===== src/design/pbq_pkg.sv =====
// Shared types, constants and register codes for the point box quantiser.
package pbq_pkg;

    // Fixed field widths.
    localparam int COORD_W            = 32;
    localparam int CODE_W             = 24;
    localparam int LEVEL_W            = 5;
    localparam int CFG_INDEX_W        = 3;
    localparam int CFG_DATA_W         = 32;
    localparam int MAX_LEVEL_BITS_DEF = 24;
    localparam int AXES               = 3;

    // Reset values of the configuration registers.
    localparam logic [COORD_W-1:0] BOX_MIN_RESET    = COORD_W'(0);
    localparam logic [COORD_W-1:0] BOX_MAX_RESET    = COORD_W'(65536);
    localparam logic [LEVEL_W-1:0] LEVEL_BITS_RESET = LEVEL_W'(16);

    // Configuration register indexes.
    typedef enum logic [CFG_INDEX_W-1:0] {
        REG_BOX_MIN_X  = 3'd0,
        REG_BOX_MIN_Y  = 3'd1,
        REG_BOX_MIN_Z  = 3'd2,
        REG_BOX_MAX_X  = 3'd3,
        REG_BOX_MAX_Y  = 3'd4,
        REG_BOX_MAX_Z  = 3'd5,
        REG_LEVEL_BITS = 3'd6
    } pbq_reg_t;

    // One input item: a point in signed Q16.16.
    typedef struct packed {
        logic [COORD_W-1:0] coord_x;
        logic [COORD_W-1:0] coord_y;
        logic [COORD_W-1:0] coord_z;
    } pbq_in_t;

    // One result item: three grid codes.
    typedef struct packed {
        logic [CODE_W-1:0] code_x;
        logic [CODE_W-1:0] code_y;
        logic [CODE_W-1:0] code_z;
    } pbq_out_t;

    // Per-axis operands that travel unchanged down the divider chain.
    typedef struct packed {
        logic               zero;
        logic [COORD_W-1:0] r;
        logic [COORD_W-1:0] d;
    } pbq_axis_t;

endpackage


===== src/design/pbq_front.sv =====
// Entry stage: box offsets, range and the code-zero conditions per axis.
module pbq_front
    import pbq_pkg::*;
#(
    parameter int QW = MAX_LEVEL_BITS_DEF + 2
)
(
    input  logic                          clk,
    input  logic                          rst_n,
    input  logic                          advance,
    input  logic                          valid_in,
    input  pbq_in_t                       point,
    input  logic [AXES-1:0][COORD_W-1:0]  box_min,
    input  logic [AXES-1:0][COORD_W-1:0]  box_max,
    input  logic [LEVEL_W-1:0]            bits,
    output logic                          valid_out,
    output pbq_axis_t [AXES-1:0]          axis_out,
    output logic [AXES-1:0][COORD_W-1:0]  rem_out,
    output logic [AXES-1:0][QW-1:0]       q_out
);

    logic                         valid_reg;
    pbq_axis_t [AXES-1:0]         axis_reg;
    pbq_axis_t [AXES-1:0]         axis_next;
    logic [AXES-1:0][COORD_W-1:0] coord;

    assign coord[0] = point.coord_x;
    assign coord[1] = point.coord_y;
    assign coord[2] = point.coord_z;

    // Offset and range per axis; a positive difference always fits the coordinate width.
    always_comb
    begin
        for (int k = 0; k < AXES; k++)
        begin
            axis_next[k].zero = (bits == '0)
                             || ($signed(box_max[k]) <= $signed(box_min[k]))
                             || ($signed(coord[k]) <= $signed(box_min[k]));
            axis_next[k].r    = box_max[k] - box_min[k];
            axis_next[k].d    = coord[k] - box_min[k];
        end
    end

    // Stage valid bit.
    always_ff @(posedge clk or negedge rst_n)
    begin
        if (!rst_n)
        begin
            valid_reg <= 1'b0;
        end
        else if (advance)
        begin
            valid_reg <= valid_in;
        end
    end

    // Stage payload.
    always_ff @(posedge clk)
    begin
        if (advance)
        begin
            axis_reg <= axis_next;
        end
    end

    // The division starts with the offset as its remainder and an empty quotient.
    always_comb
    begin
        for (int k = 0; k < AXES; k++)
        begin
            rem_out[k] = axis_reg[k].d;
            q_out[k]   = '0;
        end
    end

    assign valid_out = valid_reg;
    assign axis_out  = axis_reg;

endmodule


===== config.mk =====
export PLATFORM = sky130hd
export DESIGN_NAME = pbq_front
export DESIGN_NICKNAME = d
export VERILOG_FILES = /design/src/design/pbq_pkg.sv /design/src/design/pbq_front.sv
export SDC_FILE = /design/constraint.sdc
export NUM_CORES = 1
export LEC_CHECK = 0
export ABC_AREA = 1
export CAP_MARGIN = 15
export CORE_AREA = 2 2 263 265
export DETAILED_ROUTE_END_ITERATION = 12
export DIE_AREA = 0 0 265 267
export DONT_BUFFER_PORTS = 1
export HOLD_SLACK_MARGIN = 0.06
export PLACE_DENSITY = 0.54
export SLEW_MARGIN = 20
export SYNTH_ARGS = -nofsm -noshare
export SYNTH_HDL_FRONTEND = slang
export SYNTH_SLANG_ARGS = --single-unit

===== constraint.sdc =====
create_clock -name clk -period 0.81 [get_ports clk]
set_input_delay 0.0405 -clock clk [delete_from_list [all_inputs] [get_ports clk]]
set_output_delay 0.0405 -clock clk [all_outputs]
set_load 0.01 [all_outputs]

After elaboration in Yosys (flattened, before gate mapping)
Cells that the tools add are included.
- $add $sub $neg: 6
- reductions and logical operators: 7
- $lt $le $gt $ge: 6
- operator list (kind ; count):
    32-bit <= comparator ; 6
    32-bit subtractor ; 6
    1-bit logical OR ; 6
    5-bit zero test ; 1
- logic and storage cells: 29
- register bits after elaboration: 196

Logic depth before layout (Yosys ltp)
Gate-level depths: netlist (run 1).
- depth in word-level cells: 3
- mapped depth: 15
- mapped depth without buffers: 15

Worst setup path before layout (run 1)
No wires, ideal clock.
- kind: input -> register
- start: input port point[64] (netlist bit)
- end: register axis_reg (netlist bit axis_out[64]), data pin
- library setup time: 0.254 ns
- path slack: -0.911 ns
- arrival: 1.467 ns
- stages on the path: 15
- cells stage by stage: inv_1 -> ha_1 -> fa_1 -> inv_1 -> nand2_1 -> nand2_1 -> nand3b_1 -> nand2_1 -> nand2_1 -> nand2_1 -> nand2_1 -> nand3_1 -> nand2_1 -> nor2_1 -> nand2_1
- RTL lines (element ; line ; source):
    start: declaration ; pbq_front.sv:12 ; input pbq_in_t point,
    end signal: assignment ; pbq_front.sv:62 ; axis_reg <= axis_next;
    end: declaration ; pbq_front.sv:23 ; pbq_axis_t [AXES-1:0] axis_reg;

==> results.sh, run 1 <==
export IMPL_outcome="finished, violations left"
export IMPL_violations="hold timing, setup timing"
export IMPL_area_delta_synth_final_pct=68.6
export IMPL_synthDistinctLibCells=33
export IMPL_syn_area_per_cell_um2=7.11
export IMPL_ys_seq_area_share_pct=29.7
export IMPL_nets=3890
export IMPL_arrival_ns=1.58
export IMPL_path_clk_slew_ns=0.08
export IMPL_ys_top_cells_by_area="edfxtp_1, nand2_1, ha_1"
export IMPL_viasPerCell=4.84
export IMPL_place_congestion=1.00
export IMPL_final_common_cell="buf_4"
export IMPL_first_pass_iters=8
export IMPL_power_density_nw_per_um2=1420
export IMPL_diodes=0
export IMPL_slew_violations=0
export IMPL_synth_top_area_share_pct=29.5
export IMPL_die_y_um=267
export IMPL_required_ns=1.14
export IMPL_cts_buffers=17
export IMPL_yosysTopAreaCell="edfxtp_1"
export IMPL_ys_warn_count=0
export IMPL_dp_hpwl_mm=70.7
export IMPL_clock_latency_ns=0.50
export IMPL_ctsHoldBuffers=14
export IMPL_maxCapViolCount=0
export IMPL_vias=20800
export IMPL_drc=0
export IMPL_grt_pass1_vias=20400
export IMPL_pre_cts_ws_ns=-1.06
export IMPL_portBuffers=0
export IMPL_final_hold_violation_count=151
export IMPL_endpoint_kind="flop"
export IMPL_layout_common_cells="buf_4, nand2_1, inv_1"
export IMPL_setup_viol=462
export IMPL_drt_total_wl_mm=88.2
export IMPL_fin_area_um2=33400
export IMPL_gr_usage_met3_pct=6.04
export IMPL_met2_usage_pct=41.5
export IMPL_fin_setup_tns_ns=-115.44
export IMPL_fin_crit_ns=1.25
export IMPL_fmax_mhz=799
export IMPL_period_share_pct=155
export IMPL_ys_ff_latch=196
export IMPL_use_met1_pct=27.2
export IMPL_track_usage_pct=23.3
export IMPL_grt_max_degree=197
export IMPL_antenna_found_initial=1
export IMPL_syn_area_um2=19800
export IMPL_grt_busiest_layer="met2"
export IMPL_p_total_mw=47.5
export IMPL_dieArea_um2=70800
export IMPL_peakVddDrop_v=0.00112
export IMPL_grt_first_pass_wirelength_mm=123
export IMPL_gr_total_overflow=0
export IMPL_syn_inst=2787
export IMPL_cts_tree="built"
export IMPL_grt_setup_unrepaired="true"
export IMPL_fin_cells=4290
export IMPL_final_util_pct=49.1
export IMPL_crit_type="primary input to flop"
export IMPL_start_kind="primary input"
export IMPL_rows=96
export IMPL_drtIter0Drc=986
export IMPL_post_dp_cell_area_um2=26700
export IMPL_io_pin_count=667
export IMPL_drive_gt1_share_pct=55.5
export IMPL_fin_ws_ns=-0.442
export IMPL_tightest_slew_ns=0.555
export IMPL_skew_ns=0
export IMPL_cts_max_path_buffers=2
export IMPL_coreArea_um2=68000
export IMPL_clock_sinks=196
export IMPL_leakagePower_nw=14.3
export IMPL_wire_per_inst_um=20.6
export IMPL_root_buffer="clkbuf_16"
export IMPL_slew_headroom_pct=63.0
export IMPL_dieWidth_um=265
export IMPL_initial_core_util_pct=29.1
export IMPL_htree_levels=4
export IMPL_antenna_left=0
export IMPL_hold_worst_slack_ns=-0.299
export IMPL_place_inst=4140
export IMPL_hold_path_class="primary input to flop"
export IMPL_crit_fanout=4
## report_power, final
part           switching [mW]  total (mW)  internal (mW)
Sequential               2.47        15.9           13.4
Clock                    4.93        8.97           4.04
Combinational            11.9        22.6           10.7
## sequential cells by signal, indices dropped and copies added (netlist names)
| register | count |
|---|---|
| valid_out | 1 |
| axis_out | 195 |
## cell type report
| type | instances | area [µm²] |
|---|---|---|
| Clock buffer | 18 | 429 |
| Clock inverter | 14 | 124 |
| Fill cell | 6318 | 34600 |
| Inverter | 381 | 1730 |
| Multi-Input combinational cell | 2113 | 18400 |
| Sequential cell | 196 | 5880 |
| Tap cell | 882 | 1100 |
| Timing Repair Buffer | 686 | 5720 |
## cells by family (layout without fill, tap and decap cells)
family	Yosys count	after routing	share of synthesized area, %
buffers and inverters	555	1099	13.8
other	1	78	0.0189
AOI/OAI and AO/OA	404	404	11.4
adders and majority gates	198	198	12.7
xor gates and xnor gates	115	115	5.08
DFF	196	196	29.7
and+or+nand+nor	1317	1317	27.3
muxes	1	1	0.0568
## routing by layer
metal | vias to the layer above | wire [µm]
li1 | 10100 | -
met1 | 9937 | 35200
met2 | 620 | 44800
met3 | 118 | 5770
met4 | 2 | 2450
met5 | - | 13
## final timing paths
kind	start	end	slack (ns)	cells after the start
min in group asynchronous	rst_n	valid_out$_DFFE_PN0P_	0.27	2
max in group asynchronous	rst_n	valid_out$_DFFE_PN0P_	0.43	2
hold reg to reg	valid_out$_DFFE_PN0P_	valid_out$_DFFE_PN0P_	0.54	1
setup / recovery	box_min[10]	axis_out[19]$_DFFE_PP_	-0.44	11
hold / removal	advance	axis_out[126]$_DFFE_PP_	-0.30	0
setup reg to reg	valid_out$_DFFE_PN0P_	valid_out$_DFFE_PN0P_	0.05	1
## worst max-delay path, stage by stage
cell and delay (ns):
clkinvlp_4 0.17, ha_4 0.38, buf_6 0.10, buf_6 0.10, nand2_8 0.06, o21ai_4 0.18
inv_2 0.06, o21ai_1 0.09, nand2_1 0.07, nand3_1 0.10, xor2_1 0.22
## what timing repair did
item                                    CTS  global route
pin swaps                               138           378
endpoints found under the setup margin  453           458
endpoints found under the hold margin   356           319
resized for setup                       452           759
buffers inserted                         44            86
## synthesized netlist by cell type
cell and instances:
xnor2_1 18, nor3_2 4, mux2_2 1, nand3b_1 10, a21oi_2 6, and2_1 2
o21a_1 19, nor2_1 280, conb_1 1, o22ai_1 1, dfrtp_1 1, nor2_2 3
nor4_1 5, buf_4 174, nand2_1 776, a21boi_0 2, ha_1 192, inv_1 381
nand3_2 2, a21oi_1 234, nand2_2 33, o21ai_1 6, nor3_1 36, xor2_1 97
a21o_1 25, o21bai_1 19, edfxtp_1 195, or2_1 1, fa_1 6, o21ai_2 12
nand3_1 148, nand4_1 17, o21ai_0 80
No activity file was read; power rests on OpenSTA's default activity.
==> run 2: changes to the inputs <==
PLACE_DENSITY = 0.55   (was 0.54)
clock period = 1.05 ns   (was 0.81 ns; I/O delays follow)
==> run 2 against run 1 <==
Effect of this change:
- the run still ends with hold timing, setup timing left
- register-to-register slack improved by 0.20 ns
- clock skew stayed put
- worst setup slack improved by 0.19 ns
- non-clock buffer count up 136
- count of clock-buffer cells in the layout is 1 lower
- clock power decreased by 18%
- cell count rose by 3.2%
- worst hold slack better by 0.011 ns
- via count grew 3.2%
- cell area increased by 5.1%
- die area unchanged
==> results.sh, run 2 (synthesized netlist as in run 1, its figures left out) <==
export IMPL_outcome="finished, violations left"
export IMPL_violations="hold timing, setup timing"
export IMPL_crit_fanout=3
export IMPL_fmax_mhz=766
export IMPL_dieWidth_um=265
export IMPL_grt_first_pass_wirelength_mm=126
export IMPL_fin_crit_ns=1.31
export IMPL_tightest_slew_ns=0.691
export IMPL_cts_buffers=17
export IMPL_largest_reg_flops=195
export IMPL_pre_cts_ws_ns=-0.861
export IMPL_drc=0
export IMPL_required_ns=1.29
export IMPL_drtIter0Drc=1253
export IMPL_place_congestion=1.02
export IMPL_layout_common_cells="buf_4, nand2_1, inv_1"
export IMPL_slew_violations=0
export IMPL_root_buffer="clkbuf_16"
export IMPL_slew_headroom_pct=53.9
export IMPL_cts_tree="built"
export IMPL_track_usage_pct=23.9
export IMPL_coreArea_um2=68000
export IMPL_skew_ns=0
export IMPL_drive_gt1_share_pct=55.5
export IMPL_portBuffers=0
export IMPL_crit_family="buffers and inverters"
export IMPL_crit_top_cell="nand2_2"
export IMPL_endpoint_kind="flop"
export IMPL_grt_max_degree=197
export IMPL_path_cells="clkinvlp_4, ha_4, nand2_2, nand2_2, a21oi_2, nand2_2, buf_6, a21oi_4, buf_6, o21ai_4, xor2_2"
export IMPL_peakVddDrop_v=0.000959
export IMPL_grt_pass1_vias=21100
export IMPL_crit_type="primary input to flop"
export IMPL_antenna_left=0
export IMPL_fill_cells=5958
export IMPL_die_y_um=267
export IMPL_grt_setup_unrepaired="true"
export IMPL_diodes=0
export IMPL_io_pin_count=667
export IMPL_place_inst=4137
export IMPL_path_clk_slew_ns=0.08
export IMPL_area_delta_synth_final_pct=77.3
export IMPL_vias=21400
export IMPL_final_common_cell="buf_4"
export IMPL_first_pass_iters=6
export IMPL_htree_levels=4
export IMPL_cp_num_buf_inv=3
export IMPL_clock_latency_ns=0.49
export IMPL_start_kind="primary input"
export IMPL_antenna_found_initial=2
export IMPL_rows=96
export IMPL_power_density_nw_per_um2=1090
export IMPL_dieArea_um2=70800
export IMPL_cts_max_path_buffers=2
export IMPL_leakagePower_nw=15.0
export IMPL_gr_total_overflow=0
export IMPL_drt_total_wl_mm=91.2
export IMPL_clock_sinks=196
export IMPL_nets=4026
export IMPL_hold_path_class="primary input to flop"
export IMPL_period_share_pct=124
export IMPL_arrival_ns=1.55
export IMPL_critPathMaxStageDelay_ns=0.31
export IMPL_final_hold_violation_count=99
export IMPL_hold_worst_slack_ns=-0.287
export IMPL_dp_hpwl_mm=69.8
export IMPL_wire_per_inst_um=20.6
export IMPL_fin_cells=4426
export IMPL_initial_core_util_pct=29.1
export IMPL_maxCapViolCount=0
export IMPL_setup_viol=263
export IMPL_slowest_stage="ha_4"
export IMPL_viasPerCell=4.84
export IMPL_fin_ws_ns=-0.255
==> run 2: changes by cell type in the layout (fill, tap and decap cells not counted), moves of 9 or more <==
cell            previous run  this run
dlygate4sd3_1             14       127
nand2_1                  483       456
buf_4                    556       582
nand2_2                  222       243
nor2_1                   132       114
inv_1                    272       255
buf_6                    105        90
nand3_1                   64        79
nand3_2                   75        63
nor2_2                    72        84
a21oi_4                   66        77
dlymetal6s4s_1             0        10
clkinvlp_4                53        62
==> run 2: worst paths after layout <==
kind / slack (ns) / startpoint / end / cells past startpoint
worst min-delay path: -0.29 / advance / axis_out[112]$_DFFE_PP_ / 0
worst max register to register: 0.25 / valid_out$_DFFE_PN0P_ / valid_out$_DFFE_PN0P_ / 1
worst max-delay path: -0.26 / box_min[7] / axis_out[20]$_DFFE_PP_ / 11
worst min register to register: 0.59 / valid_out$_DFFE_PN0P_ / valid_out$_DFFE_PN0P_ / 1
max in group asynchronous: 0.66 / rst_n / valid_out$_DFFE_PN0P_ / 2
min in group asynchronous: 0.29 / rst_n / valid_out$_DFFE_PN0P_ / 2
==> run 2: layout make-up <==
cell class,instances,area (µm²),share of cell area [%]
clock buffers,17,425,1.21
flip-flops and latches,196,5880,16.7
clock inverters,15,175,0.499
multi-input cells,2113,18700,53.3
well taps,882,1100,3.14
inverters,381,1780,5.06
repair buffers,822,7040,20.0
==> run 2: metrics by stage <==
| stage | utilization (%) | power (mW) | cell area, µm² | setup TNS, ns | hold slack (ns) |
|---|---|---|---|---|---|
| 4_1_cts | 46.8 | 35.7 | 31800 | -19.93 | -0.347 |
| 5_1_grt | 51.7 | 40.1 | 35100 | -32.09 | -0.344 |
| 3_3_place_gp | 39.3 | 25.2 | 26700 | -103.82 | -0.243 |
| 3_5_place_dp | 39.3 | 25.2 | 26700 | -103.59 | -0.243 |
| 6_report | 51.7 | 38.3 | 35100 | -18.76 | -0.287 |
| 2_1_floorplan | - | 20.1 | 22600 | -55.38 | -0.243 |
==> run 2: metal layers <==
metal | track usage [%] | wire length [µm] | up-vias | share of wire (%)
met5 | 0 | 12 | - | 0.013
met4 | 9.67 | 4150 | 2 | 4.6
met3 | 6.18 | 6380 | 192 | 7.0
met2 | 42.1 | 45200 | 739 | 50
met1 | 27.4 | 35400 | 10200 | 39
li1 | - | - | 10300 | -
==> run 2: where the power goes <==
part	leakage [nW]	switching [mW]	internal, mW
sequential	1.92	2.01	10.4
combinational	12.8	9.43	9.06
clock	0.294	3.80	3.59
total	15.0	15.2	23.0
==> run 2: repair_timing <==
item | in CTS | in global routing
setup buffers | 63 | 78
setup endpoints to repair | 383 | 405
endpoints found under the hold margin | 354 | 216
resized for setup | 644 | 665
pin swaps | 284 | 414
hold buffers | 135 | 5
