===== src/design/pbq_pkg.sv =====
// Shared types, constants and register codes for the point box quantiser.
package pbq_pkg;

    // Fixed field widths.
    localparam int COORD_W            = 32;
    localparam int CODE_W             = 24;
    localparam int LEVEL_W            = 5;
    localparam int CFG_INDEX_W        = 3;
    localparam int CFG_DATA_W         = 32;
    localparam int MAX_LEVEL_BITS_DEF = 24;
    localparam int AXES               = 3;

    // Reset values of the configuration registers.
    localparam logic [COORD_W-1:0] BOX_MIN_RESET    = COORD_W'(0);
    localparam logic [COORD_W-1:0] BOX_MAX_RESET    = COORD_W'(65536);
    localparam logic [LEVEL_W-1:0] LEVEL_BITS_RESET = LEVEL_W'(16);

    // Configuration register indexes.
    typedef enum logic [CFG_INDEX_W-1:0] {
        REG_BOX_MIN_X  = 3'd0,
        REG_BOX_MIN_Y  = 3'd1,
        REG_BOX_MIN_Z  = 3'd2,
        REG_BOX_MAX_X  = 3'd3,
        REG_BOX_MAX_Y  = 3'd4,
        REG_BOX_MAX_Z  = 3'd5,
        REG_LEVEL_BITS = 3'd6
    } pbq_reg_t;

    // One input item: a point in signed Q16.16.
    typedef struct packed {
        logic [COORD_W-1:0] coord_x;
        logic [COORD_W-1:0] coord_y;
        logic [COORD_W-1:0] coord_z;
    } pbq_in_t;

    // One result item: three grid codes.
    typedef struct packed {
        logic [CODE_W-1:0] code_x;
        logic [CODE_W-1:0] code_y;
        logic [CODE_W-1:0] code_z;
    } pbq_out_t;

    // Per-axis operands that travel unchanged down the divider chain.
    typedef struct packed {
        logic               zero;
        logic [COORD_W-1:0] r;
        logic [COORD_W-1:0] d;
    } pbq_axis_t;

endpackage


===== src/design/pbq_cell.sv =====
// One restoring division step for all three axes, registered.
module pbq_cell
    import pbq_pkg::*;
#(
    parameter int STEP = 0,
    parameter int QW   = MAX_LEVEL_BITS_DEF + 2
)
(
    input  logic                          clk,
    input  logic                          rst_n,
    input  logic                          advance,
    input  logic [LEVEL_W-1:0]            bits,
    input  logic                          valid_in,
    input  pbq_axis_t [AXES-1:0]          axis_in,
    input  logic [AXES-1:0][COORD_W-1:0]  rem_in,
    input  logic [AXES-1:0][QW-1:0]       q_in,
    output logic                          valid_out,
    output pbq_axis_t [AXES-1:0]          axis_out,
    output logic [AXES-1:0][COORD_W-1:0]  rem_out,
    output logic [AXES-1:0][QW-1:0]       q_out
);

    logic                         valid_reg;
    pbq_axis_t [AXES-1:0]         axis_reg;
    logic [AXES-1:0][COORD_W-1:0] rem_reg;
    logic [AXES-1:0][COORD_W-1:0] rem_next;
    logic [AXES-1:0][QW-1:0]      q_reg;
    logic [AXES-1:0][QW-1:0]      q_next;
    logic [AXES-1:0][COORD_W:0]   rem_dbl;
    logic [AXES-1:0]              ge;
    logic                         active;

    // Steps beyond the configured bit count pass the item through unchanged.
    assign active = (bits >= LEVEL_W'(STEP));

    // Shift the remainder, try the subtraction and shift the quotient bit in.
    always_comb
    begin
        for (int k = 0; k < AXES; k++)
        begin
            rem_dbl[k] = {rem_in[k], 1'b0};
            ge[k]      = (rem_dbl[k] >= {1'b0, axis_in[k].r});
            if (active)
            begin
                rem_next[k] = ge[k] ? COORD_W'(rem_dbl[k] - {1'b0, axis_in[k].r})
                                    : COORD_W'(rem_dbl[k]);
                q_next[k]   = {q_in[k][QW-2:0], ge[k]};
            end
            else
            begin
                rem_next[k] = rem_in[k];
                q_next[k]   = q_in[k];
            end
        end
    end

    // Cell valid bit.
    always_ff @(posedge clk or negedge rst_n)
    begin
        if (!rst_n)
        begin
            valid_reg <= 1'b0;
        end
        else if (advance)
        begin
            valid_reg <= valid_in;
        end
    end

    // Cell payload.
    always_ff @(posedge clk)
    begin
        if (advance)
        begin
            axis_reg <= axis_in;
            rem_reg  <= rem_next;
            q_reg    <= q_next;
        end
    end

    assign valid_out = valid_reg;
    assign axis_out  = axis_reg;
    assign rem_out   = rem_reg;
    assign q_out     = q_reg;

endmodule


===== config.mk =====
export PLATFORM = sky130hd
export DESIGN_NAME = pbq_cell
export DESIGN_NICKNAME = d
export VERILOG_FILES = /design/src/design/pbq_pkg.sv /design/src/design/pbq_cell.sv
export SDC_FILE = /design/constraint.sdc
export NUM_CORES = 1
export LEC_CHECK = 0
export ABC_AREA = 0
export BUFFER_PORTS_ARGS = -buffer_cell sky130_fd_sc_hd__buf_4
export CORE_AREA = 3 3 290 292
export CTS_CLUSTER_DIAMETER = 80
export DETAILED_ROUTE_END_ITERATION = 16
export DIE_AREA = 0 0 293 295
export PLACE_DENSITY = 0.41
export SLEW_MARGIN = 10
export SYNTH_ARGS = -nofsm -noshare
export SYNTH_HDL_FRONTEND = slang
export SYNTH_SLANG_ARGS = --single-unit

===== constraint.sdc =====
create_clock -name clk -period 0.8 [get_ports clk]
set_clock_uncertainty 0.15 [all_clocks]
set_input_delay 0.04 -clock clk [delete_from_list [all_inputs] [get_ports clk]]
set_output_delay 0.04 -clock clk [all_outputs]
set_load 0.005 [all_outputs]

Word-level counts from Yosys, hierarchy flattened

Cells that the tools add are included.

$add $sub $neg: 3
$lt $le $gt $ge: 4
Mux-type cells: 9

Operators with widths:

| operator             | count |
|---|---|
| $mux W32             | 6 |
| $ge A33 B32 Y1       | 3 |
| $sub A32 B32 Y32     | 3 |
| $mux W26             | 3 |
| $ge A5 B1 Y1 const B | 1 |

Register bits after elaboration: 370
Input port bits: 378
Output and inout bits: 370
Word-level logic and storage cells: 32

Longest topological paths before layout

Gate-level depths: netlist of the first run.

Depth in word-level cells: 3
Mapped depth: 15
Gate-level depth less buffers: 12

Least setup slack after synthesis of the first run

No wires, ideal clock.

Kind: input to register
From: in axis_in[170] (netlist bit)
To: reg rem_reg (netlist bit rem_out[95]), data pin
Library setup time: 0.260 ns
Arrival time: 2.187 ns
Data required time: 0.390 ns
Slack: -1.797 ns
Stages: 11
Path buffers: 1
Cell sequence: inv_1 > ha_1 > clkbuf_2 > a21oi_1 > o21ai_0 > a221oi_2 > a21oi_2 > o31ai_1 > o21ai_0 > xor2_1 > mux2_2

RTL lines:

| element              | RTL line       | source |
|---|---|---|
| start, declared      | pbq_cell.sv:14 | `input pbq_axis_t [AXES-1:0] axis_in,` |
| end signal, assigned | pbq_cell.sv:76 | `rem_reg <= rem_next;` |
| end, declared        | pbq_cell.sv:25 | `logic [AXES-1:0][COORD_W-1:0] rem_reg;` |

==> summary.md, run 1 <==
| Metric | Value |
|---|---|
| Mapped Area | about 0.018 mm^2 |
| Initial antenna violation count | 10 |
| Die Y-Extent | 295 um |
| Clock tree sinks | 370 |
| Final ANT Viol Nets | 0 |
| Worst Path Class, Setup | primary input to register |
| Grt ovf | 0 |
| Part of the cycle the worst path needs | 263% |
| Share of cells above drive strength 1 | around 55% |
| Logic pwr share | between 20 and 30% |
| Drt drc | 0 |
| All-Layer GR Usage | between 15 and 20% |
| # port buffers | ~740 |
| Number of synthesis warnings | 0 |
| Gpl congestion | between 0.8 and 0.9 |
| H-tree depth | 2 |
| Nets | approximately 3400 |
| Area Overhead vs Synth | 106% |
| Critical Path Most Common Cell | a21o_1 |
| Min-delay worst type | primary input to register |
| Row count | 105 |
| WP data required | slightly below 1 ns |
| Initial Util | between 20% and 30% |
| Max_cap viols | 0 |
| Initial DRC count | 720 |
| Fillcell total | 7680 |
| Hold path start | axis_in[109] |
| Seq/Total Area, Yosys | 62.4% |
| Largest area contributor in the netlist | edfxtp_1 |
| Synth Instances | 1410 |
| Flop pwr share | between 30% and 40% |
| Syn_area_per_cell | between 10 and 15 um^2 |
| CTS clk-pin slew, worst paths | 0.05 ns |
| Final instance area | roughly 0.037 mm^2 |
| Relative slew slack | 66.0% |
| Worst Path Max Fanout | 5 |
| Fraction of registers with async set/reset | less than 1% |
| R2R Setup Slk | -0.10 ns |
| CTS max path bufs | 3 |
| Most common cell after layout, fill and taps aside | buf_4 |
| Commonest cells after routing, fill and taps aside | buf_4 (929), edfxtp_1 (369), dlygate4sd3_1 (319), buf_6 (246), inv_1 (88) |
| Post-DP HPWL | 63400 um |
| Critical path arrival | 2.29 ns |
| Worst Setup SP | axis_in[123] |
| Largest net degree at the start of global routing | 31 |
| Die W | 293 um |
| Final Critical Period | around 2.1 ns |
| CTS Buf Count | 51 |
| Vias in the first global route | 18686 |
| Worst IR Drop VDD | 1.54 mV |
| Synth unique cells | 78 |
| Clock network power share | 34.7% |
| Synthesis-stage register bit count | between 300 and 400 |
| CTS tree | done |
| Post-synth EDFFs | 369 |
| Primary FF master, synth | edfxtp_1 |
| Non-filler instance count after layout | 4080 |
| Total iterations of the first detailed-routing run | 5 |
| Max Freq | ~480 MHz |
| Post-Place Cells | 3595 |
| Final Hold Viols | 429 |
| Area post-placement | 0.0285 mm^2 |
| I/O pin cnt | 748 |
| Post-synthesis net count | 1887 |
| Clk Tree Root Cell | clkbuf_16 |
| Leakage | 15.8 nW |
| Average wire per standard cell | 19.9 um |
| Yosys top cell area share | 62.3% |
| Full die area | 0.0864 mm^2 |
| Fin. max-slew vios | 0 |
| Failing checks | negative hold slack, negative setup slack |
| Vias | 17531 |
| Worst Setup Start Kind | primary input |
| Critical Path Max Stage Delay | about 0.38 ns |
| Net Sw Power | 18.5 mW |
| Area taken by multi-input logic gates | 0.00803 mm^2 |
| Status | finished with violations |
| Power Internal | 49.2 mW |
| Synth top area cells | edfxtp_1 (62%), ha_1 (6.8%), a21oi_1 (3.4%) |
| Worst slew pin tran | 0.505 ns |
| Total routed wirelength | 81100 um |
| Fin worst setup slack | -1.30 ns |
| RSZ-0062 raised after global routing | yes |
| Reg2Reg Launch Point | valid_out |
| Core area | 0.0818 mm^2 |
| Crit-path cells | buf_6, inv_4, ha_4, a21o_1, a21o_1, a2111oi_4, o211ai_1, a211oi_4, o31a_4, buf_6, a211oi_2, a21o_1 |
| WHS Path Cells | 1 |
| Reg area | approximately 0.011 mm^2 |
| Clk Latency, worst-skew pair | 0.60 ns |
| R2R depth | 1 |
| Finish-stage setup viols | 470 |
| PwrDens | 1850 mW/mm^2 |
| Post-DR vias/cell | 4.30 |
| CP endpoint kind | register |
| CP max-delay cell | a2111oi_4 |
| First-pass GRT wire length | around 120000 um |
| Min Hold Slack | -0.525 ns |
| Sw Share | 27.4% |
==> what timing repair did <==
action,4_1_cts,5_1_grt
setup buffers,47,20
endpoints found under the setup margin,470,470
hold buffers,291,28
hold endpoints to repair,737,554
pin swaps,107,56
gates resized for setup,394,238
cloned,9,2
==> synth_stat cells, types with 7 or more instances <==
cell type and n:
a211oi_1 10, a21boi_0 7, a21o_1 53, a21oi_1 120
a31oi_1 15, and2_1 9, and3_1 14, buf_2 8
clkbuf_1 22, edfxtp_1 369, ha_1 96, inv_1 124
mux2_2 13, nand2_1 100, nand3_1 27, nand4_1 18
nor2_1 82, nor2b_1 12, nor3_1 17, o211ai_1 12
o21a_1 14, o21ai_0 66, o21bai_1 12, o31ai_1 12
xnor2_1 40, xor2_1 31
==> path summary, 6_finish.rpt <==
kind	to
max	rem_out[36]
min	axis_out[109]
max reg2reg	valid_out
min reg2reg	valid_out
max in group asynchronous	valid_out
min in group asynchronous	valid_out
==> critical path: cells and delay by family <==
kind                       cells  cell delay (ns)
AOI/OAI and AO/OA              8             1.78
buffers and inverters          3             0.29
adders and majority gates      1             0.19
==> routing by layer <==
metal	wire length, um	up-vias	global-route usage, %
met4	2670	6	5.75
met5	41	-	0
met1	31700	8434	20.3
met2	40500	565	31.1
li1	-	8399	-
met3	6200	127	5.22
==> flip-flops by register name, summed over array words and instances (netlist names) <==
register,count
axis_out,195
valid_out,1
rem_out,96
q_out,78
==> cell families after synthesis <==
| logic type | Yosys count | synth area share, % |
|---|---|---|
| muxes | 14 | 0.879 |
| AOI/OAI and AO/OA | 372 | 13.8 |
| and+or+nand+nor | 319 | 8.60 |
| xor gates and xnor gates | 71 | 3.50 |
| DFF | 370 | 62.4 |
| adders and majority gates | 99 | 7.09 |
| buffers and inverters | 165 | 3.74 |
==> per-stage QoR <==
stage	setup TNS [ns]	utilization [%]	total power, mW	setup slack, ns
5_1_grt	-328.86	44.7	70.9	-1.34
2_1_floorplan	-144.54	-	30.3	-1.61
3_3_place_gp	-249.48	34.8	39.9	-1.96
3_5_place_dp	-254.73	34.8	39.9	-1.99
4_1_cts	-316.43	43.1	67.3	-1.21
6_report	-301.73	44.7	67.7	-1.30
==> power groups by stage <==
| stage | combinational (mW) | clock [mW] | sequential (mW) |
|---|---|---|---|
| after detailed placement | 15.2 | 0 | 24.8 |
| after global routing | 21.1 | 25.1 | 24.8 |
| final | 19.7 | 23.5 | 24.6 |
| after global placement | 15.1 | 0 | 24.8 |
| after floorplan | 5.42 | 0 | 24.9 |
| after CTS | 18.5 | 24.3 | 24.5 |
==> layout make-up <==
cell class	count	area share, %
Multi-Input combinational cell	876	21.9
Sequential cell	370	30.3
Timing Repair Buffer	1541	37.6
Timing Repair inverter	3	0.0854
Tap cell	1070	3.66
Antenna cell	5	0.0342
Clock buffer	56	3.54
Clock inverter	34	1.25
Inverter	125	1.54
Note: power is estimated with default switching activity, not from simulation.
==> run 2: changes to the inputs <==
--- a/config.mk
+++ b/config.mk
@@ -11,7 +11,9 @@
 export CTS_CLUSTER_DIAMETER = 80
 export DETAILED_ROUTE_END_ITERATION = 16
 export DIE_AREA = 0 0 293 295
+export HOLD_SLACK_MARGIN = 0.15
 export PLACE_DENSITY = 0.41
+export SETUP_SLACK_MARGIN = 0.02
 export SLEW_MARGIN = 10
 export SYNTH_ARGS = -nofsm -noshare
 export SYNTH_HDL_FRONTEND = slang
==> summary.md, run 2 (same netlist as run 1, synthesis figures left out) <==
| Metric | Value |
|---|---|
| PwrDens | 1880 mW/mm^2 |
| Status | finished with violations |
| Share of cells above drive strength 1 | 56.0% |
| Core area | 0.0818 mm^2 |
| Final instance area | 0.0358 mm^2 |
| Finish-stage setup viols | 470 |
| Worst IR Drop VDD | 1.53 mV |
| Drt drc | 0 |
| Min Hold Slack | -0.533 ns |
| Initial DRC count | 674 |
| Row count | 105 |
| Final ANT Viol Nets | 0 |
| Area Overhead vs Synth | 101% |
| Grt ovf | 0 |
| Place WS | -1.99 ns |
| Most common cell after layout, fill and taps aside | buf_4 |
| Largest register FFs | 195 |
| Max Freq | 474 MHz |
| Max_cap viols | 0 |
| Initial Util | 21.7% |
| CTS tree | done |
| Min-delay worst type | primary input to register |
| RSZ-0062 raised after global routing | yes |
| Worst slew pin tran | 0.502 ns |
| Area post-placement | 0.0285 mm^2 |
| CP endpoint kind | register |
| Fin worst setup slack | -1.31 ns |
| Average wire per standard cell | 20.0 um |
| Fillcell total | 7760 |
| Fin. max-slew vios | 0 |
| WP data required | 0.99 ns |
| Post-DR vias/cell | 4.28 |
| All-Layer GR Usage | 17.3% |
| Critical Path Most Common Cell | a21o_1 |
| Relative slew slack | 66.2% |
| Worst Path Class, Setup | primary input to register |
| Final Critical Period | between 2 and 2.5 ns |
| Largest net degree at the start of global routing | 31 |
| Final Hold Viols | between 500 and 600 |
| Vias | 17100 |
| Gpl congestion | 0.861 |
| CTS max path bufs | 3 |
| I/O pin cnt | 748 |
| Die Y-Extent | 295 um |
| Full die area | between 0.08 and 0.09 mm^2 |
| Total iterations of the first detailed-routing run | 5 |
| Overall Power | 67.3 mW |
| Vias in the first global route | 18240 |
| Leakage | 15.4 nW |
| First-pass GRT wire length | 114000 um |
| CTS clk-pin slew, worst paths | 0.06 ns |
| Part of the cycle the worst path needs | 263% |
| Worst Path Max Fanout | 5 |
| Non-filler instance count after layout | 4000 |
| # port buffers | 739 |
| Post-Place Cells | 3595 |
| Setup_tns | -302.46 ns |
| Worst path top cell family by delay | compound AO/OA/AOI/OAI gates |
| CP bufs+invs | 3 |
| Clk Tree Root Cell | clkbuf_16 |
| Nets | 3364 |
| Failing checks | negative hold slack, negative setup slack |
| CTS Buf Count | 51 |
| Commonest cells after routing, fill and taps aside | buf_4 (935), edfxtp_1 (369), dlygate4sd3_1 (240), buf_6 (237), inv_1 (88) |
| Post-DP HPWL | about 63000 um |
| Critical path arrival | 2.30 ns |
| H-tree depth | 2 |
| CP max-delay cell | a2111oi_4 |
| Worst Setup Start Kind | primary input |
| Crit-path cells | buf_8, inv_4, ha_4, a21o_1, a21o_1, a2111oi_4, o211ai_1, a211oi_4, o31a_4, buf_6, a211oi_2, a21o_1 |
| Initial antenna violation count | 9 |
| Total routed wirelength | 80000 um |
| Critical Path Max Stage Delay | 0.38 ns |
| Clk Latency, worst-skew pair | 0.60 ns |
| Die W | 293 um |
| Clock tree sinks | 370 |
-- run 2: cell count changes in the layout (fill, tap and decap cells not counted), moves of 2 or more --
cell           delta
dlygate4sd3_1    -79
buf_6             -9
buf_4             +6
nand2_1           +2
nand2_2           -2
-- run 2: stage by stage --
stage               utilization, %  hold slack [ns]
floorplan                        -           -0.406
global placement              34.8           -0.334
detailed placement            34.8           -0.334
CTS                           42.1           -0.592
global route                  43.7           -0.574
finish                        43.7           -0.533
-- run 2: power breakdown --
group	total (mW)	internal, mW	leakage [nW]	switching [mW]
registers	24.6	23.8	3.62	0.818
logic	19.2	11.0	11.0	8.25
clock network	23.5	14.1	0.838	9.38
-- run 2: final timing paths --
kind	start	to	slack [ns]	cells past startpoint
max in group asynchronous	rst_n	valid_out	0.25	3
max reg2reg	valid_out	valid_out	-0.10	1
min reg2reg	valid_out	valid_out	0.38	1
max	axis_in[123]	rem_out[36]	-1.31	12
min in group asynchronous	rst_n	valid_out	0.15	3
min	axis_in[108]	axis_out[108]	-0.53	1
-- run 2: repair_timing --
action                                  in CTS  in global routing
setup buffers                               47                 18
pin swaps                                  107                 52
gates resized for setup                    394                223
hold buffers                               215                 25
endpoints found under the hold margin      738                734
endpoints found under the setup margin     470                470
cloned                                       9                  2
-- run 2: final cells by class --
| type | instances | area (um^2) | area share [%] |
|---|---|---|---|
| timing repair buffer | 1460 | 13000 | 36.2 |
| sequential | 370 | 11100 | 31.1 |
| multi-input combinational | 876 | 8000 | 22.4 |
| tap | 1070 | 1340 | 3.74 |
| clock buffer | 56 | 1290 | 3.62 |
| inverter | 125 | 564 | 1.58 |
| clock inverter | 34 | 458 | 1.28 |
| timing repair inverter | 3 | 31.3 | 0.0875 |
| antenna | 6 | 15.0 | 0.0420 |
-- run 2: per-layer routing --
metal	up-vias	routed length [um]	global-route usage, %
li1	8246	-	-
met1	8210	31400	20.1
met2	521	40000	30.4
met3	119	5960	5.10
met4	4	2590	5.77
met5	-	27	0
==> run 3: changes to the inputs <==
--- a/config.mk
+++ b/config.mk
@@ -5,14 +5,14 @@
 export SDC_FILE = /design/constraint.sdc
 export NUM_CORES = 1
 export LEC_CHECK = 0
-export ABC_AREA = 0
+export ABC_AREA = 1
 export BUFFER_PORTS_ARGS = -buffer_cell sky130_fd_sc_hd__buf_4
-export CORE_AREA = 3 3 290 292
+export CORE_AREA = 3 3 289 291
 export CTS_CLUSTER_DIAMETER = 80
 export DETAILED_ROUTE_END_ITERATION = 16
-export DIE_AREA = 0 0 293 295
+export DIE_AREA = 0 0 292 294
 export HOLD_SLACK_MARGIN = 0.15
-export PLACE_DENSITY = 0.41
+export PLACE_DENSITY = 0.45
 export SETUP_SLACK_MARGIN = 0.02
 export SLEW_MARGIN = 10
 export SYNTH_ARGS = -nofsm -noshare
==> summary.md, run 3 <==
| Metric | Value |
|---|---|
| Post-synth EDFFs | 369 |
| RSZ-0062 raised after global routing | yes |
| Clk Tree Root Cell | clkbuf_16 |
| Status | finished with violations |
| CTS Buf Count | 46 |
| All-Layer GR Usage | 19.8% |
| H-tree depth | 2 |
| I/O pin cnt | about 750 |
| Share of cells above drive strength 1 | 48.1% |
| Grt ovf | 0 |
| Final ANT Viol Nets | 0 |
| Vias in the first global route | between 20000 and 25000 |
| Post-Place Cells | about 4500 |
| Vias | about 20000 |
| Largest area contributor in the netlist | edfxtp_1 |
| Most common cell after layout, fill and taps aside | buf_4 |
| Full die area | ~0.086 mm^2 |
| Reg2Reg Launch Point | valid_out |
| Initial antenna violation count | 10 |
| Clock tree sinks | 370 |
| Hold path start | axis_in[125] |
| CTS max path bufs | 3 |
| R2r endpoint | valid_out |
| Post-DR vias/cell | 4.23 |
| Min-delay worst type | primary input to register |
| R2R depth | 1 |
| Largest register FFs | 195 |
| R2R Setup Slk | -0.12 ns |
| Failing checks | negative hold slack, negative setup slack |
| Synthesis-stage register bit count | 370 |
| Drt drc | 0 |
| Leakage | 18.1 nW |
| Non-filler instance count after layout | 4840 |
| Largest net degree at the start of global routing | 28 |
| Final Hold Viols | roughly 150 |
| Worst Path Class, Setup | primary input to register |
| Seq/Total Area, Yosys | between 50% and 60% |
| Fillcell total | between 7000 and 8000 |
| Worst Setup Start Kind | primary input |
| Row count | 104 |
| Most common library cells after synthesis | nand2_1 (863), inv_1 (441), edfxtp_1 (369) |
| Part of the cycle the worst path needs | 195% |
| Number of synthesis warnings | 0 |
| Initial DRC count | 977 |
| Clk Latency, worst-skew pair | between 0.5 and 0.6 ns |
| Hold endpoint | axis_out[125] |
| Max_cap viols | 0 |
| Commonest cells after routing, fill and taps aside | buf_4 (951), nand2_1 (651), inv_1 (374), edfxtp_1 (369), dlygate4sd3_1 (228) |
| Fraction of registers with async set/reset | 0.270% |
| WP data required | ~0.99 ns |
| CTS clk-pin slew, worst paths | roughly 0.060 ns |
| Fin worst setup slack | -0.762 ns |
| Synth top area cells | edfxtp_1 (54%), nand2_1 (16%), inv_1 (8.1%) |
| PwrDens | 1680 mW/mm^2 |
| Total routed wirelength | 88500 um |
| Total iterations of the first detailed-routing run | 5 |
| # port buffers | 739 |
| Cell with the most instances after synthesis | nand2_1 |
| Fin. max-slew vios | 0 |
| Gpl congestion | 0.874 |
| Die W | 292 um |
| Worst IR Drop VDD | 1.51 mV |
| Synth unique cells | 32 |
| Initial Util | 25.3% |
| Post-DP HPWL | 70500 um |
| Worst Path Max Fanout | 7 |
| Min Hold Slack | -0.530 ns |
| Worst slew pin tran | 0.395 ns |
| Critical path arrival | 1.76 ns |
| Area Overhead vs Synth | 87.1% |
| Relative slew slack | 73.6% |
| Max Freq | roughly 640 MHz |
| Core area | slightly above 0.08 mm^2 |
| WHS Path Cells | 1 |
| Die Y-Extent | 294 um |
| Average wire per standard cell | 18.3 um |
| CTS tree | done |
| Syn_area_per_cell | ~8.8 um^2 |
| Yosys top cell area share | 54.2% |
| First-pass GRT wire length | 131000 um |
| Nets | between 4000 and 5000 |
| Final Critical Period | between 1.5 and 2 ns |
| Mapped Area | 0.0205 mm^2 |
| Primary FF master, synth | edfxtp_1 |
| Post-synthesis net count | approximately 2800 |
| Place WS | -1.46 ns |
| Synth Instances | around 2300 |
| CP endpoint kind | register |
| Finish-stage setup viols | 838 |
-- run 3: critical path: stages --
cell and delay [ns]:
buf_6 0.08, clkinvlp_4 0.18, ha_4 0.35, nand2_2 0.07, nor2_4 0.09, nand2_2 0.07
nor2_4 0.16, nand2_2 0.07, nand3_2 0.10, nor2_4 0.05, nand2_4 0.12, inv_8 0.07
clkbuf_16 0.17, nand2_4 0.06, nand2_4 0.05
-- run 3: area by class of cell --
class                           count  area [um^2]  share of cell area, %
Inverter                          449         1760                   4.59
Timing Repair Buffer             1396        12300                   32.2
Tap cell                         1060         1330                   3.47
Antenna cell                        8         20.0                 0.0523
Clock inverter                     26          255                  0.667
Sequential cell                   370        11100                   29.0
Multi-Input combinational cell   1476        10300                   26.9
Clock buffer                       55         1180                   3.10
-- run 3: layer usage --
metal | share of wire, % | GRT usage [%] | vias to the layer above
met5 | 0.010 | 0 | -
met4 | 2.4 | 5.66 | 2
met3 | 5.5 | 4.14 | 97
met2 | 50 | 34.5 | 544
met1 | 43 | 24.8 | 9633
li1 | - | - | 10214
-- run 3: cells by family after synthesis --
logic type / count (synthesis) / share of synthesized area (%)
simple gates: 1256 / 26.5
buf+inv: 476 / 9.34
flops: 370 / 54.3
fa+ha+maj: 99 / 6.16
compound gates: 74 / 1.88
xor+xnor: 42 / 1.80
mux: 1 / 0.0550
-- run 3: report_power, final --
group | switching (mW) | internal [mW] | leakage [nW] | total, mW
Sequential | 0.782 | 23.7 | 3.62 | 24.4
Combinational | 9.39 | 10.5 | 13.8 | 19.9
Clock | 8.61 | 11.3 | 0.696 | 20.0
Total | 18.8 | 45.5 | 18.1 | 64.3
-- run 3: worst max path at each step --
stage                      start  slack [ns]  cells after the start     endpoint
floorplan            axis_in[34]       -0.92                     17  rem_out[29]
global placement    axis_in[121]       -1.47                     13  rem_out[57]
detailed placement  axis_in[121]       -1.46                     13  rem_out[57]
CTS                  rem_out[84]       -0.73                      1  rem_out[84]
global route         axis_in[47]       -0.77                     14  rem_out[30]
finish               axis_in[47]       -0.76                     15  rem_out[12]
-- run 3: metrics by stage --
stage	utilization (%)	area, um^2	power [mW]	TNS [ns]
6_report	47.4	38300	64.3	-402.24
2_1_floorplan	-	21800	31.1	-88.88
4_1_cts	46.0	37100	64.3	-405.63
3_5_place_dp	38.8	31300	41.0	-219.55
3_3_place_gp	38.8	31300	40.9	-216.97
5_1_grt	47.4	38300	67.7	-437.95
-- run 3: what timing repair did --
action                                 CTS  global route
setup endpoints to repair              470           839
endpoints found under the hold margin  739           363
buffers inserted                        53            13
hold buffers                           213            15
cloned                                  12             2
gates resized for setup                452           241
pin swaps                              126           112
